`src/sv/msec_pkg.sv`:
```
// Package for the lowest-score eviction cache: field widths, action codes,
// the stored entry layout and the compare result bundle.
// No dependencies.
package msec_pkg;

    localparam int KEY_W   = 32;
    localparam int SCORE_W = 16;
    localparam int KIND_W  = 3;
    localparam int ACT_W   = 2;
    localparam int TOT_W   = 64;

    // Action codes
    localparam logic [ACT_W-1:0] ACT_LOOKUP = 2'd0;
    localparam logic [ACT_W-1:0] ACT_INSERT = 2'd1;
    localparam logic [ACT_W-1:0] ACT_CLEAR  = 2'd2;

    // One stored slot
    typedef struct packed {
        logic [KEY_W-1:0]   key;
        logic [SCORE_W-1:0] score;
        logic [KIND_W-1:0]  kind;
    } entry_t;

    localparam int ENTRY_W = $bits(entry_t);

    // Status from the shared compare unit
    typedef struct packed {
        logic match;
        logic lower;
    } cmp_res_t;

endpackage

```
`src/sv/msec_req_if.sv`:
```
// Request channel of the lowest-score eviction cache: valid/ready plus
// action, key, score and kind tag. Depends on msec_pkg.
interface msec_req_if;
    import msec_pkg::*;

    logic                 valid;
    logic                 ready;
    logic [ACT_W-1:0]     action;
    logic [KEY_W-1:0]     key;
    logic [SCORE_W-1:0]   score;
    logic [KIND_W-1:0]    kind_tag;

    modport source (output valid, action, key, score, kind_tag, input ready);
    modport sink   (input valid, action, key, score, kind_tag, output ready);
endinterface

```
`src/sv/msec_rsp_if.sv`:
```
// Response channel of the lowest-score eviction cache: valid/ready plus
// hit, score, eviction flag and the three running totals. Depends on msec_pkg.
interface msec_rsp_if;
    import msec_pkg::*;

    logic               valid;
    logic               ready;
    logic               hit;
    logic [SCORE_W-1:0] found_score;
    logic               evicted;
    logic [TOT_W-1:0]   hit_total;
    logic [TOT_W-1:0]   miss_total;
    logic [TOT_W-1:0]   evict_total;

    modport source (output valid, hit, found_score, evicted, hit_total, miss_total,
                    evict_total, input ready);
    modport sink   (input valid, hit, found_score, evicted, hit_total, miss_total,
                    evict_total, output ready);
endinterface

```
`src/sv/min_score_eviction_cache.sv`:
```
// Top level of the lowest-score eviction cache: sequencer, valid bits,
// counters and response register. Depends on msec_pkg, msec_req_if,
// msec_rsp_if, msec_ram and msec_cmp.
//
//  channel | dir | payload
//  --------+-----+-----------------------------------------------------------
//  req     | in  | action, key, score, kind_tag
//  rsp     | out | hit, found_score, evicted, hit_total, miss_total, evict_total
//
// One request at a time; slot RAM is read one slot per cycle through one compare unit.
// Lookup stops at the first match. Insert with a free slot, clear and an unused code
// skip the scan; insert into a full store scans every slot, then writes the lowest.
// Reset and clear drop all valid bits at once; no clearing pass is needed.
// A stalled response holds in its register; the next request is taken meanwhile.
module min_score_eviction_cache #(
    parameter int SLOTS = 8
) (
    input  logic        clk,
    input  logic        rst_n,
    msec_req_if.sink    req,
    msec_rsp_if.source  rsp
);
    import msec_pkg::*;

    localparam int IDX_W = $clog2(SLOTS);
    localparam int CNT_W = $clog2(SLOTS + 1);
    localparam logic [CNT_W-1:0] END_CNT = CNT_W'(SLOTS);

    localparam logic [2:0] ST_IDLE  = 3'd0;
    localparam logic [2:0] ST_LOOK  = 3'd1;
    localparam logic [2:0] ST_MIN   = 3'd2;
    localparam logic [2:0] ST_WRITE = 3'd3;
    localparam logic [2:0] ST_DONE  = 3'd4;

    logic [2:0]         state_reg, state_next;
    logic [SLOTS-1:0]   valid_reg, valid_next;
    logic [CNT_W-1:0]   rd_idx_reg, rd_idx_next;
    logic               pend_reg, pend_next;
    logic [IDX_W-1:0]   cmp_idx_reg, cmp_idx_next;
    logic [TOT_W-1:0]   hit_cnt_reg, hit_cnt_next;
    logic [TOT_W-1:0]   miss_cnt_reg, miss_cnt_next;
    logic [TOT_W-1:0]   evict_cnt_reg, evict_cnt_next;
    logic               rsp_valid_reg, rsp_valid_next;

    logic [ACT_W-1:0]   act_reg, act_next;
    logic [KEY_W-1:0]   key_reg, key_next;
    logic [SCORE_W-1:0] score_reg, score_next;
    logic [KIND_W-1:0]  kind_reg, kind_next;
    logic [SCORE_W-1:0] min_score_reg, min_score_next;
    logic [IDX_W-1:0]   min_idx_reg, min_idx_next;
    logic               res_hit_reg, res_hit_next;
    logic [SCORE_W-1:0] res_found_reg, res_found_next;
    logic               res_evict_reg, res_evict_next;

    logic               rsp_hit_reg;
    logic [SCORE_W-1:0] rsp_found_reg;
    logic               rsp_evict_reg;
    logic [TOT_W-1:0]   rsp_hit_tot_reg;
    logic [TOT_W-1:0]   rsp_miss_tot_reg;
    logic [TOT_W-1:0]   rsp_evict_tot_reg;

    logic               issue;
    logic               load;
    logic               ram_we;
    logic [IDX_W-1:0]   ram_waddr;
    entry_t             ram_wdata;
    entry_t             ram_rdata;
    logic [IDX_W-1:0]   free_idx;
    logic               any_free;
    cmp_res_t           cmp;

    msec_ram #(
        .WIDTH (ENTRY_W),
        .DEPTH (SLOTS)
    ) u_ram (
        .clk   (clk),
        .we    (ram_we),
        .waddr (ram_waddr),
        .wdata (ram_wdata),
        .re    (issue),
        .raddr (rd_idx_reg[IDX_W-1:0]),
        .rdata (ram_rdata)
    );

    msec_cmp u_cmp (
        .entry       (ram_rdata),
        .entry_valid (valid_reg[cmp_idx_reg]),
        .key         (key_reg),
        .min_score   (min_score_reg),
        .first       (cmp_idx_reg == '0),
        .res         (cmp)
    );

    // Find the lowest-indexed empty slot
    always_comb
    begin
        free_idx = '0;
        any_free = 1'b0;
        for (int i = SLOTS - 1; i >= 0; i--)
        begin
            if (!valid_reg[i])
            begin
                free_idx = IDX_W'(i);
                any_free = 1'b1;
            end
        end
    end

    // Sequencer and datapath next state
    always_comb
    begin
        state_next     = state_reg;
        valid_next     = valid_reg;
        rd_idx_next    = rd_idx_reg;
        pend_next      = pend_reg;
        cmp_idx_next   = cmp_idx_reg;
        hit_cnt_next   = hit_cnt_reg;
        miss_cnt_next  = miss_cnt_reg;
        evict_cnt_next = evict_cnt_reg;
        rsp_valid_next = rsp_valid_reg && !rsp.ready;
        act_next       = act_reg;
        key_next       = key_reg;
        score_next     = score_reg;
        kind_next      = kind_reg;
        min_score_next = min_score_reg;
        min_idx_next   = min_idx_reg;
        res_hit_next   = res_hit_reg;
        res_found_next = res_found_reg;
        res_evict_next = res_evict_reg;
        issue          = 1'b0;
        load           = 1'b0;
        ram_we         = 1'b0;
        ram_waddr      = min_idx_reg;
        ram_wdata      = '{key: key_reg, score: score_reg, kind: kind_reg};

        case (state_reg)
            ST_IDLE:
            begin
                if (req.valid)
                begin
                    act_next       = req.action;
                    key_next       = req.key;
                    score_next     = req.score;
                    kind_next      = req.kind_tag;
                    res_hit_next   = 1'b0;
                    res_found_next = '0;
                    res_evict_next = 1'b0;
                    rd_idx_next    = '0;
                    pend_next      = 1'b0;
                    state_next     = ST_DONE;
                    case (req.action)
                        ACT_LOOKUP:
                        begin
                            state_next = ST_LOOK;
                        end
                        ACT_INSERT:
                        begin
                            if (any_free)
                            begin
                                // Fill the empty slot straight from the request
                                ram_we               = 1'b1;
                                ram_waddr            = free_idx;
                                ram_wdata            = '{key: req.key, score: req.score,
                                                         kind: req.kind_tag};
                                valid_next[free_idx] = 1'b1;
                            end
                            else
                            begin
                                state_next = ST_MIN;
                            end
                        end
                        ACT_CLEAR:
                        begin
                            valid_next = '0;
                        end
                        default:
                        begin
                            state_next = ST_DONE;
                        end
                    endcase
                end
            end
            ST_LOOK, ST_MIN:
            begin
                // Stream slot reads; compare each slot in the cycle after its read
                issue        = (rd_idx_reg != END_CNT);
                pend_next    = issue;
                cmp_idx_next = rd_idx_reg[IDX_W-1:0];
                if (issue)
                begin
                    rd_idx_next = rd_idx_reg + 1'b1;
                end
                if (pend_reg)
                begin
                    if (state_reg == ST_LOOK)
                    begin
                        if (cmp.match)
                        begin
                            res_hit_next   = 1'b1;
                            res_found_next = ram_rdata.score;
                            state_next     = ST_DONE;
                        end
                        else if (!issue)
                        begin
                            state_next = ST_DONE;
                        end
                    end
                    else
                    begin
                        if (cmp.lower)
                        begin
                            min_score_next = ram_rdata.score;
                            min_idx_next   = cmp_idx_reg;
                        end
                        if (!issue)
                        begin
                            state_next = ST_WRITE;
                        end
                    end
                end
            end
            ST_WRITE:
            begin
                // Replace the lowest-score slot
                ram_we         = 1'b1;
                ram_waddr      = min_idx_reg;
                res_evict_next = 1'b1;
                state_next     = ST_DONE;
            end
            ST_DONE:
            begin
                if (!rsp_valid_reg || rsp.ready)
                begin
                    load           = 1'b1;
                    rsp_valid_next = 1'b1;
                    state_next     = ST_IDLE;
                    case (act_reg)
                        ACT_LOOKUP:
                        begin
                            if (res_hit_reg)
                            begin
                                hit_cnt_next = hit_cnt_reg + 1'b1;
                            end
                            else
                            begin
                                miss_cnt_next = miss_cnt_reg + 1'b1;
                            end
                        end
                        ACT_INSERT:
                        begin
                            if (res_evict_reg)
                            begin
                                evict_cnt_next = evict_cnt_reg + 1'b1;
                            end
                        end
                        ACT_CLEAR:
                        begin
                            hit_cnt_next   = '0;
                            miss_cnt_next  = '0;
                            evict_cnt_next = '0;
                        end
                        default:
                        begin
                            hit_cnt_next = hit_cnt_reg;
                        end
                    endcase
                end
            end
            default:
            begin
                state_next = ST_IDLE;
            end
        endcase
    end

    // Control state
    always_ff @(posedge clk or negedge rst_n)
    begin
        if (!rst_n)
        begin
            state_reg     <= ST_IDLE;
            valid_reg     <= '0;
            rd_idx_reg    <= '0;
            pend_reg      <= 1'b0;
            cmp_idx_reg   <= '0;
            hit_cnt_reg   <= '0;
            miss_cnt_reg  <= '0;
            evict_cnt_reg <= '0;
            rsp_valid_reg <= 1'b0;
        end
        else
        begin
            state_reg     <= state_next;
            valid_reg     <= valid_next;
            rd_idx_reg    <= rd_idx_next;
            pend_reg      <= pend_next;
            cmp_idx_reg   <= cmp_idx_next;
            hit_cnt_reg   <= hit_cnt_next;
            miss_cnt_reg  <= miss_cnt_next;
            evict_cnt_reg <= evict_cnt_next;
            rsp_valid_reg <= rsp_valid_next;
        end
    end

    // Payload registers
    always_ff @(posedge clk)
    begin
        act_reg       <= act_next;
        key_reg       <= key_next;
        score_reg     <= score_next;
        kind_reg      <= kind_next;
        min_score_reg <= min_score_next;
        min_idx_reg   <= min_idx_next;
        res_hit_reg   <= res_hit_next;
        res_found_reg <= res_found_next;
        res_evict_reg <= res_evict_next;
        if (load)
        begin
            rsp_hit_reg       <= res_hit_reg;
            rsp_found_reg     <= res_found_reg;
            rsp_evict_reg     <= res_evict_reg;
            rsp_hit_tot_reg   <= hit_cnt_next;
            rsp_miss_tot_reg  <= miss_cnt_next;
            rsp_evict_tot_reg <= evict_cnt_next;
        end
    end

    // Drive the channels
    assign req.ready       = (state_reg == ST_IDLE);
    assign rsp.valid       = rsp_valid_reg;
    assign rsp.hit         = rsp_hit_reg;
    assign rsp.found_score = rsp_found_reg;
    assign rsp.evicted     = rsp_evict_reg;
    assign rsp.hit_total   = rsp_hit_tot_reg;
    assign rsp.miss_total  = rsp_miss_tot_reg;
    assign rsp.evict_total = rsp_evict_tot_reg;

`ifndef SYNTHESIS
    a_one_at_a_time: assert property (@(posedge clk) disable iff (!rst_n)
        (req.valid && req.ready) |=> !req.ready)
        else $error("request taken while another is in progress");

    a_evict_only_full: assert property (@(posedge clk) disable iff (!rst_n)
        (state_reg == ST_WRITE) |-> (&valid_reg))
        else $error("eviction with an empty slot available");

    a_rsp_from_done: assert property (@(posedge clk) disable iff (!rst_n)
        $rose(rsp_valid_reg) |-> $past(state_reg == ST_DONE))
        else $error("response loaded outside the finish step");

    a_hit_or_evict: assert property (@(posedge clk) disable iff (!rst_n)
        rsp_valid_reg |-> !(rsp_hit_reg && rsp_evict_reg))
        else $error("response flags both hit and eviction");

    a_scan_bound: assert property (@(posedge clk) disable iff (!rst_n)
        ((state_reg == ST_LOOK) || (state_reg == ST_MIN)) |-> (rd_idx_reg <= END_CNT))
        else $error("scan index ran past the last slot");
`endif
endmodule

```
`src/sv/msec_ram.sv`:
```
// Generic simple dual-port RAM: one write port, one read port with
// registered read data. No dependencies.
module msec_ram #(
    parameter int WIDTH = 8,
    parameter int DEPTH = 8
) (
    input  logic                     clk,
    input  logic                     we,
    input  logic [$clog2(DEPTH)-1:0] waddr,
    input  logic [WIDTH-1:0]         wdata,
    input  logic                     re,
    input  logic [$clog2(DEPTH)-1:0] raddr,
    output logic [WIDTH-1:0]         rdata
);
    logic [WIDTH-1:0] mem [DEPTH];

    // Write and registered read
    always_ff @(posedge clk)
    begin
        if (we)
        begin
            mem[waddr] <= wdata;
        end
        if (re)
        begin
            rdata <= mem[raddr];
        end
    end
endmodule

```
`src/sv/msec_cmp.sv`:
```
// Shared compare unit of the cache scan: key match against a valid slot and
// score less-than against the running minimum. Depends on msec_pkg.
module msec_cmp (
    input  msec_pkg::entry_t              entry,
    input  logic                          entry_valid,
    input  logic [msec_pkg::KEY_W-1:0]    key,
    input  logic [msec_pkg::SCORE_W-1:0]  min_score,
    input  logic                          first,
    output msec_pkg::cmp_res_t            res
);
    import msec_pkg::*;

    // Match on a valid slot; the first slot always seeds the minimum
    always_comb
    begin
        res.match = entry_valid && (entry.key == key);
        res.lower = first || (entry.score < min_score);
    end
endmodule
```
`src/flat_wrapper.sv`:
```
// flat-port wrapper written by rule: the top's interface ports become plain ports
module min_score_eviction_cache_flat import msec_pkg::*;
#(
    parameter int SLOTS = 8
)
  (clk, rst_n, req_valid, req_action, req_key, req_score, req_kind_tag, req_ready, rsp_valid, rsp_hit, rsp_found_score, rsp_evicted, rsp_hit_total, rsp_miss_total, rsp_evict_total, rsp_ready);
  msec_req_if req_i ();
  msec_rsp_if rsp_i ();
  input  logic clk;
  input  logic rst_n;
  input wire logic [$bits(req_i.valid)-1:0] req_valid;
  input wire logic [$bits(req_i.action)-1:0] req_action;
  input wire logic [$bits(req_i.key)-1:0] req_key;
  input wire logic [$bits(req_i.score)-1:0] req_score;
  input wire logic [$bits(req_i.kind_tag)-1:0] req_kind_tag;
  output wire logic [$bits(req_i.ready)-1:0] req_ready;
  output wire logic [$bits(rsp_i.valid)-1:0] rsp_valid;
  output wire logic [$bits(rsp_i.hit)-1:0] rsp_hit;
  output wire logic [$bits(rsp_i.found_score)-1:0] rsp_found_score;
  output wire logic [$bits(rsp_i.evicted)-1:0] rsp_evicted;
  output wire logic [$bits(rsp_i.hit_total)-1:0] rsp_hit_total;
  output wire logic [$bits(rsp_i.miss_total)-1:0] rsp_miss_total;
  output wire logic [$bits(rsp_i.evict_total)-1:0] rsp_evict_total;
  input wire logic [$bits(rsp_i.ready)-1:0] rsp_ready;
  assign req_i.valid = req_valid;
  assign req_i.action = req_action;
  assign req_i.key = req_key;
  assign req_i.score = req_score;
  assign req_i.kind_tag = req_kind_tag;
  assign req_ready = req_i.ready;
  assign rsp_valid = rsp_i.valid;
  assign rsp_hit = rsp_i.hit;
  assign rsp_found_score = rsp_i.found_score;
  assign rsp_evicted = rsp_i.evicted;
  assign rsp_hit_total = rsp_i.hit_total;
  assign rsp_miss_total = rsp_i.miss_total;
  assign rsp_evict_total = rsp_i.evict_total;
  assign rsp_i.ready = rsp_ready;
  min_score_eviction_cache #(.SLOTS(SLOTS)) u_core (.clk(clk), .rst_n(rst_n), .req(req_i), .rsp(rsp_i));
endmodule
```
`config.mk`:
```
export PLATFORM = sky130hd
export DESIGN_NAME = min_score_eviction_cache_flat
export DESIGN_NICKNAME = d
export VERILOG_FILES = /design/src/sv/msec_pkg.sv /design/src/sv/msec_req_if.sv /design/src/sv/msec_rsp_if.sv /design/src/sv/min_score_eviction_cache.sv /design/src/sv/msec_ram.sv /design/src/sv/msec_cmp.sv /design/src/flat_wrapper.sv
export SDC_FILE = /design/constraint.sdc
export NUM_CORES = 1
export LEC_CHECK = 0
export BUFFER_PORTS_ARGS = -buffer_cell sky130_fd_sc_hd__buf_2
export CAP_MARGIN = 20
export CELL_PAD_IN_SITES_DETAIL_PLACEMENT = 0
export CELL_PAD_IN_SITES_GLOBAL_PLACEMENT = 1
export CORE_MARGIN = 1.5
export CORE_UTILIZATION = 55
export DETAILED_ROUTE_END_ITERATION = 8
export GPL_TIMING_DRIVEN = 0
export PLACE_DENSITY = 0.94
export REMOVE_ABC_BUFFERS = 1
export SYNTH_ARGS = -nofsm -noshare
export SYNTH_HDL_FRONTEND = slang
export SYNTH_SLANG_ARGS = --single-unit
```
`constraint.sdc`:
```
create_clock -name clk -period 22.9 [get_ports clk]
set_clock_uncertainty 0.1 [all_clocks]
set_input_delay 1.145 -clock clk [delete_from_list [all_inputs] [get_ports clk]]
set_output_delay 1.145 -clock clk [all_outputs]
set_load 0.02 [all_outputs]
```
* Yosys cells after proc, flatten, opt, wreduce, memory -nomap -nowiden
Memory sizes are Yosys's and may differ from the RTL's. A register that Yosys moved wholly into a read port is not among the register bits.
Cells that the tools add are included.
** Storage, ports and cells
- Register bits :: 512
- Bits in writable memories :: 408
- Input port bits :: 57
- Output and inout port bits :: 212
- Word-level logic and storage cells :: 155
- Memories kept :: 1
** Operators by class
- $add $sub $neg :: 4
- Order comparisons :: 4
- Equality and inequality tests :: 19
- Muxes and demuxes :: 78
- Bitwise gates (word level) :: 2
- Reduce and logical (&&, ||, !) cells :: 23
** Memories
- u_core.u_ram.mem :: depth 8, bits a word 51, read ports 1, clocked after memory_dff 1, wr ports 1, line msec_ram.sv:15 : logic [WIDTH-1:0] mem [DEPTH];
** Operators with widths (number)
- $mux 64 :: 9
- $pmux 64 s2 :: 3
- $mux 51 :: 4
- $add 64x1->64 const B :: 3
- $mux 16 :: 4
- $mux 3 :: 20
- $eq 32x32->1 :: 1
- $pmux 16 s2 :: 1
- $mux 1 :: 24
- $lt 16x16->1 :: 1
- $pmux 8 s2 :: 1
- $ne 2x1->1 const B :: 6
- $pmux 3 s4 :: 1
- $reduce_and 5->1 :: 2
- $lt 3x4->1 const B :: 2
- $mux 4 :: 2
- $mux 8 :: 1
- $or 8x8->8 :: 1
- $pmux 1 s2 :: 4
- $pmux 4 s2 :: 1
- $reduce_and 4->1 :: 2
- $eq 3x2->1 const B :: 2
- $logic_not 3->1 :: 2
- $pmux 3 s2 :: 1
- other kinds (21) :: 32

* Logic depth before layout (Yosys ltp)
- Depth after elaboration :: 15
- Depth in mapped cells :: 11
- Gate-level depth less buffers :: 8

* Hierarchy
A second synthesis with hierarchy kept.
** Unflattened totals
- Cell total of the unflattened synthesis :: 2590
- Area, all modules :: 39349.0 sq um
** Modules (own cells, without submodules)
- min_score_eviction_cache :: instances 1, cells an instance 1841, area each 21722.1 sq um, sequential area each 14313.7 sq um
- msec_ram :: instances 1, cells an instance 653, area each 16889.9 sq um, sequential area each 13783.2 sq um
- msec_cmp :: instances 1, cells an instance 96, area each 737.0 sq um, sequential area each 0.0 sq um

* Worst setup path before layout
No wires, ideal clock.
- Path kind :: input -> register
- Start point :: input rsp_ready
- End point :: register u_core.rsp_miss_tot_reg[63], in the netlist u_core.rsp.miss_total[63] (data pin)
- Library setup time :: 0.262 ns
- Arrival time :: 8.424 ns
- Slack :: 14.114 ns
- Cell stages on the path :: 6
- Buffers on the path :: 1
- Path through :: nand2b_1 > nand2_1 > inv_1 > clkbuf_1 > o21ai_0 > a21bo_2
** On the way
- Word-level cells in the longest chain between the ends :: 3
** Ends and longest elaborated chain
- from (decl) :: line flat_wrapper.sv:24 : input wire logic [$bits(rsp_i.ready)-1:0] rsp_ready;
- $logic_or 1x1->1 :: line min_score_eviction_cache.sv:232 : if (!rsp_valid_reg || rsp.ready)
- $mux 64 :: line min_score_eviction_cache.sv:232
- $mux 64 :: line min_score_eviction_cache.sv:136 : case (state_reg)
- net u_core.miss_cnt_next[63] :: line min_score_eviction_cache.sv:41 : logic [TOT_W-1:0] miss_cnt_reg, miss_cnt_next;
- to (signal assigned) :: line min_score_eviction_cache.sv:323 : rsp_miss_tot_reg <= miss_cnt_next;
- to (decl) :: line min_score_eviction_cache.sv:59 : logic [TOT_W-1:0] rsp_miss_tot_reg;
The timed path passes the listed nets, and every way through them passes these cells.
A chain may end at the register's enable or synchronous reset.

* Worst setup path after layout
- Start point :: register u_core.state_reg[2]
- End point :: register u_core.rsp_hit_tot_reg[52], in the netlist u_core.rsp.hit_total[52] (data pin)
** On the way
- Word-level cells in the longest chain between the ends :: 2
** Ends and longest elaborated chain
- from (decl) :: line min_score_eviction_cache.sv:35 : logic [2:0] state_reg, state_next;
- from (signal assigned) :: line min_score_eviction_cache.sv:293 : state_reg <= state_next;
- $eq 3x3->1 :: line min_score_eviction_cache.sv:136
- $mux 64 :: line min_score_eviction_cache.sv:136
- net u_core.hit_cnt_next[52] :: line min_score_eviction_cache.sv:40 : logic [TOT_W-1:0] hit_cnt_reg, hit_cnt_next;
- to (signal assigned) :: line min_score_eviction_cache.sv:322 : rsp_hit_tot_reg <= hit_cnt_next;
- to (decl) :: line min_score_eviction_cache.sv:58 : logic [TOT_W-1:0] rsp_hit_tot_reg;
The timed path passes the listed nets, and every way through them passes these cells.

==> impl_table.tex <==
\begin{tabular}{lr}
\hline
Metric & Value \\
\hline
\multicolumn{2}{l}{\textbf{Setup path}} \\
Family of cells with the greatest summed delay on the critical path & buffers and inverters \\
Crit path arrival time & 5.24 ns \\
Element type at the critical path start & flop \\
R2R setup slack & 17.97 ns \\
Critical path buffer and inverter count & 3 \\
List of cells traversed by the critical path & nor3b\_2 -> nand2\_1 -> inv\_8 -> buf\_16 -> nand2\_2 -> buf\_12 -> a22o\_1 -> a21o\_1 \\
Kind of critical path & reg2reg \\
Critical path fanouts, max & 116 \\
Worst Setup End Kind & flop \\
Critical-path top delay cell & sky130\_fd\_sc\_hd\_\_inv\_8 \\
Critical Path RT & 23.21 ns \\
Delay of the slowest critical-path stage & 0.85 ns \\
\multicolumn{2}{l}{\textbf{Clocking}} \\
TritonCTS buffer count & 93 \\
Quantity of hold-fixing buffers added after cts & 0 \\
Clock tree from TritonCTS & yes \\
Total number of clock tree sinks & 941 \\
Post\_cts resized & 0 \\
Clk pin slew, worst setup/hold paths & 0.06 ns \\
Clock root buffer & sky130\_fd\_sc\_hd\_\_clkbuf\_16 \\
Insertion delay of the later-clocked pin in the worst-skew pair & 0.65 ns \\
Setup Buffers After CTS & 0 \\
Worst-case clock buffer depth & 3 \\
H-Tree Level Count & 3 \\
\multicolumn{2}{l}{\textbf{Route}} \\
Detail Route Antenna Nets & 0 \\
Detailed-route wire length & 87570 um \\
Drt first-iter violations & 2603 \\
Count of vias placed by the detailed router & 23039 \\
Post-DR vias/cell & 6.116 \\
Number of iterations in the first detailed-routing pass & 6 \\
DRC & 0 \\
Detailed-route wire length per cell & 23.25 um \\
\multicolumn{2}{l}{\textbf{Finish}} \\
FF/Latch Area & 27210 sq um \\
Total Nets Final & 2895 \\
Multi-input gate area in the final layout & 10090 sq um \\
Most flop-heavy register & u\_core.u\_ram.mem \\
FILL cells & 4591 \\
Proportion of layout cells with a drive suffix above 1 & 0.2246 \\
Max FFs per register & 384 \\
Area growth from synthesis to layout & 16.39\% \\
Cell area after layout & 43940 sq um \\
\multicolumn{2}{l}{\textbf{Floorplan}} \\
Area of the placeable core & 67510 sq um \\
I/O pin cnt & 269 \\
Initial core utilization & 0.5592 \\
\# rows & 95 \\
Die X-Extent & 265.0 um \\
Die footprint & 70230 sq um \\
Overall die height & 265.0 um \\
\multicolumn{2}{l}{\textbf{Synth}} \\
Post-synthesis sequential element count & 941 \\
Fraction of registers with async set or reset after synthesis & 0.2253 \\
Distinct cell type count after synthesis & 72 \\
Post-synthesis instance area & 37760 sq um \\
Post-synth EDFFs & 729 \\
Synth Warn \# & 0 \\
Top flip-flop cell by instance count after synthesis & sky130\_fd\_sc\_hd\_\_edfxtp\_1 \\
Mean Syn Cell Area & 15.18 sq um \\
Gate count after technology mapping & 2488 \\
Register area share after synthesis & 0.7203 \\
\multicolumn{2}{l}{\textbf{STA}} \\
Share of the clock period used by the worst path & 0.2153 \\
Pin slew with the least headroom to its limit & 1.159 ns \\
FMAX & 0.2028 GHz \\
Number of endpoints with negative hold slack in the final report & 0 \\
Sum Neg Setup Slack & 0 ns \\
Post-layout worst setup margin & 17.97 ns \\
Setup repair after global routing missed its margin & false \\
Worst slew margin & 0.2201 \\
Fin crit period & 4.930 ns \\
Setup violators final & 0 \\
Max-slew violation count & 0 \\
\multicolumn{2}{l}{\textbf{Placed design}} \\
Number of port buffers & 265 \\
Weighted congestion at the end of routability-driven global placement & 0.9137 \\
Instance area at placement & 40850 sq um \\
DPL Wire Length & 55560 um \\
DP Worst Slack & 17.36 ns \\
\multicolumn{2}{l}{\textbf{Global route}} \\
Number of antenna violations at the first check in global routing & 7 \\
GR Layer Usage met3 & 0.04032 \\
Busiest layer in global routing & met2 \\
Largest net degree at the start of global routing & 117 \\
Routing usage on met2 & 0.4203 \\
Total global-route track usage & 0.2492 \\
Grt met1 use & 0.3277 \\
Remaining Overflow, GRT & 0 \\
Wire length of the first global-routing pass & 133800 um \\
Via count of the first global-routing pass & 23213 \\
\multicolumn{2}{l}{\textbf{Run status}} \\
Run status & finished, final reports clean \\
\multicolumn{2}{l}{\textbf{Power}} \\
Pwr per Cell Area & 109.9 nW/um\^{}2 \\
Static leakage & 15.95 nW \\
Worst supply voltage drop on vdd & 0.07711 mV \\
Total power after layout & 4.829 mW \\
\multicolumn{2}{l}{\textbf{Hold path}} \\
Type of the worst min-delay path & in2async \\
\multicolumn{2}{l}{\textbf{Flow run}} \\
Number of maximum-capacitance constraint violations & 0 \\
\hline
\end{tabular}
## synthesized netlist by cell type (8+ instances only)
cell                       number  share of area
sky130_fd_sc_hd__a21oi_1       61         0.0081
sky130_fd_sc_hd__xor2_1        55          0.013
sky130_fd_sc_hd__and2_1        33         0.0055
sky130_fd_sc_hd__dfrtp_1      212           0.14
sky130_fd_sc_hd__mux2_2        58          0.017
sky130_fd_sc_hd__a21o_1         9         0.0018
sky130_fd_sc_hd__a31oi_1       20         0.0033
sky130_fd_sc_hd__o21a_1         8         0.0016
sky130_fd_sc_hd__nor2_1       122          0.012
sky130_fd_sc_hd__o21ai_0       97          0.013
sky130_fd_sc_hd__nor3_1        40         0.0053
sky130_fd_sc_hd__xnor2_1       23         0.0053
sky130_fd_sc_hd__nand2_1      301          0.030
sky130_fd_sc_hd__o211ai_1      22         0.0044
sky130_fd_sc_hd__and3_1        27         0.0045
sky130_fd_sc_hd__clkbuf_1      65         0.0065
sky130_fd_sc_hd__nand4_1       61          0.010
sky130_fd_sc_hd__inv_1         60         0.0060
sky130_fd_sc_hd__and4_1        24         0.0056
sky130_fd_sc_hd__nand2b_1       8         0.0013
sky130_fd_sc_hd__o31ai_1       35         0.0070
sky130_fd_sc_hd__or3_1         22         0.0036
sky130_fd_sc_hd__edfxtp_1     729           0.58
sky130_fd_sc_hd__or4_1          9         0.0018
sky130_fd_sc_hd__mux2i_1       24         0.0064
sky130_fd_sc_hd__ha_1          23         0.0076
sky130_fd_sc_hd__nor4_1        33         0.0055
sky130_fd_sc_hd__buf_1         18         0.0018
sky130_fd_sc_hd__nand3_1      103          0.014
sky130_fd_sc_hd__mux4_2        98          0.058
## where the power goes
part | total [mW] | internal, mW | switching [mW] | leakage, nW
Clock | 1.53 | 0.885 | 0.648 | 1.48
Combinational | 0.969 | 0.364 | 0.605 | 4.81
Sequential | 2.33 | 2.18 | 0.149 | 9.66
Total | 4.83 | 3.43 | 1.40 | 16.0
## worst register-to-register path, stage by stage, from the launching register on
cell	delay, ns
sky130_fd_sc_hd__dfrtp_1	0.64
sky130_fd_sc_hd__nor3b_2	0.38
sky130_fd_sc_hd__nand2_1	0.69
sky130_fd_sc_hd__inv_8	0.85
sky130_fd_sc_hd__buf_16	0.47
sky130_fd_sc_hd__nand2_2	0.73
sky130_fd_sc_hd__buf_12	0.40
sky130_fd_sc_hd__a22o_1	0.25
sky130_fd_sc_hd__a21o_1	0.19
## worst paths after layout
kind | cells past startpoint | startpoint | endpoint
hold reg to reg | 0 | u_core.res_found_reg[13] | u_core.rsp.found_score[13]
setup / recovery | 8 | u_core.state_reg[2] | u_core.rsp.hit_total[52]
setup reg to reg | 8 | u_core.state_reg[2] | u_core.rsp.hit_total[52]
hold / removal | 1 | rst_n | u_core.miss_cnt_reg[43]
min in group clk | 0 | u_core.res_found_reg[13] | u_core.rsp.found_score[13]
max in group asynchronous | 2 | rst_n | u_core.evict_cnt_reg[9]
## metal layers
layer  part of all wire  wire length, um  up-vias
met3              0.072             6331      205
met1               0.39            34310    11535
met2               0.50            44150     1077
met4              0.031             2741        6
li1                   -                -    10216
met5            0.00045               39        -
## placed cells by master, fill, tap and decap left out, types with 22 or more instances in the layout
master,count
sky130_fd_sc_hd__a21oi_1,61
sky130_fd_sc_hd__and2_1,33
sky130_fd_sc_hd__and3_1,27
sky130_fd_sc_hd__and4_1,24
sky130_fd_sc_hd__buf_2,264
sky130_fd_sc_hd__buf_6,25
sky130_fd_sc_hd__clkbuf_16,95
sky130_fd_sc_hd__dfrtp_1,209
sky130_fd_sc_hd__edfxtp_1,729
sky130_fd_sc_hd__ha_1,23
sky130_fd_sc_hd__inv_1,59
sky130_fd_sc_hd__mux2_2,58
sky130_fd_sc_hd__mux2i_1,24
sky130_fd_sc_hd__mux4_2,98
sky130_fd_sc_hd__nand2_1,300
sky130_fd_sc_hd__nand3_1,103
sky130_fd_sc_hd__nand4_1,61
sky130_fd_sc_hd__nor2_1,116
sky130_fd_sc_hd__nor3_1,37
sky130_fd_sc_hd__nor4_1,32
sky130_fd_sc_hd__o211ai_1,22
sky130_fd_sc_hd__o21ai_0,96
sky130_fd_sc_hd__o31ai_1,35
sky130_fd_sc_hd__or3_1,22
sky130_fd_sc_hd__xnor2_1,23
sky130_fd_sc_hd__xor2_1,55
## area by class of cell
| cell class | count | share of cell area |
|---|---|---|
| multi-input cells | 1397 | 0.2296 |
| inverters | 61 | 0.005381 |
| clock buffers | 118 | 0.05649 |
| diodes | 4 | 0.0002278 |
| flip-flops and latches | 941 | 0.6191 |
| clock inverters | 52 | 0.01304 |
| repair buffers | 321 | 0.05122 |
| well taps | 873 | 0.02486 |
## cells by family (layout without fill, tap and decap cells)
| group | Yosys count | after routing | share of synthesized area |
|---|---|---|---|
| multiplexers | 180 | 180 | 0.08212 |
| AND/OR/NAND/NOR | 826 | 826 | 0.1093 |
| adder cells (fa/ha/maj) | 23 | 23 | 0.007622 |
| buffers and inverters | 150 | 552 | 0.01511 |
| AO/OA/AOI/OAI | 290 | 290 | 0.04742 |
| XOR/XNOR | 78 | 78 | 0.01809 |
| other | 0 | 4 | 0 |
| flip-flops | 941 | 941 | 0.7203 |
## stage by stage
step / hold WS (ns) / util / instances
2_1_floorplan: 0.3003 / - / 2399
3_5_place_dp: 0.3045 / 0.6050 / 3591
3_3_place_gp: 0.3061 / 0.5900 / 3537
5_1_grt: 0.3039 / 0.6508 / 3765
6_report: 0.2878 / 0.6509 / 3767
4_1_cts: 0.2723 / 0.6502 / 3761
No activity file was read; power rests on OpenSTA's default activity.
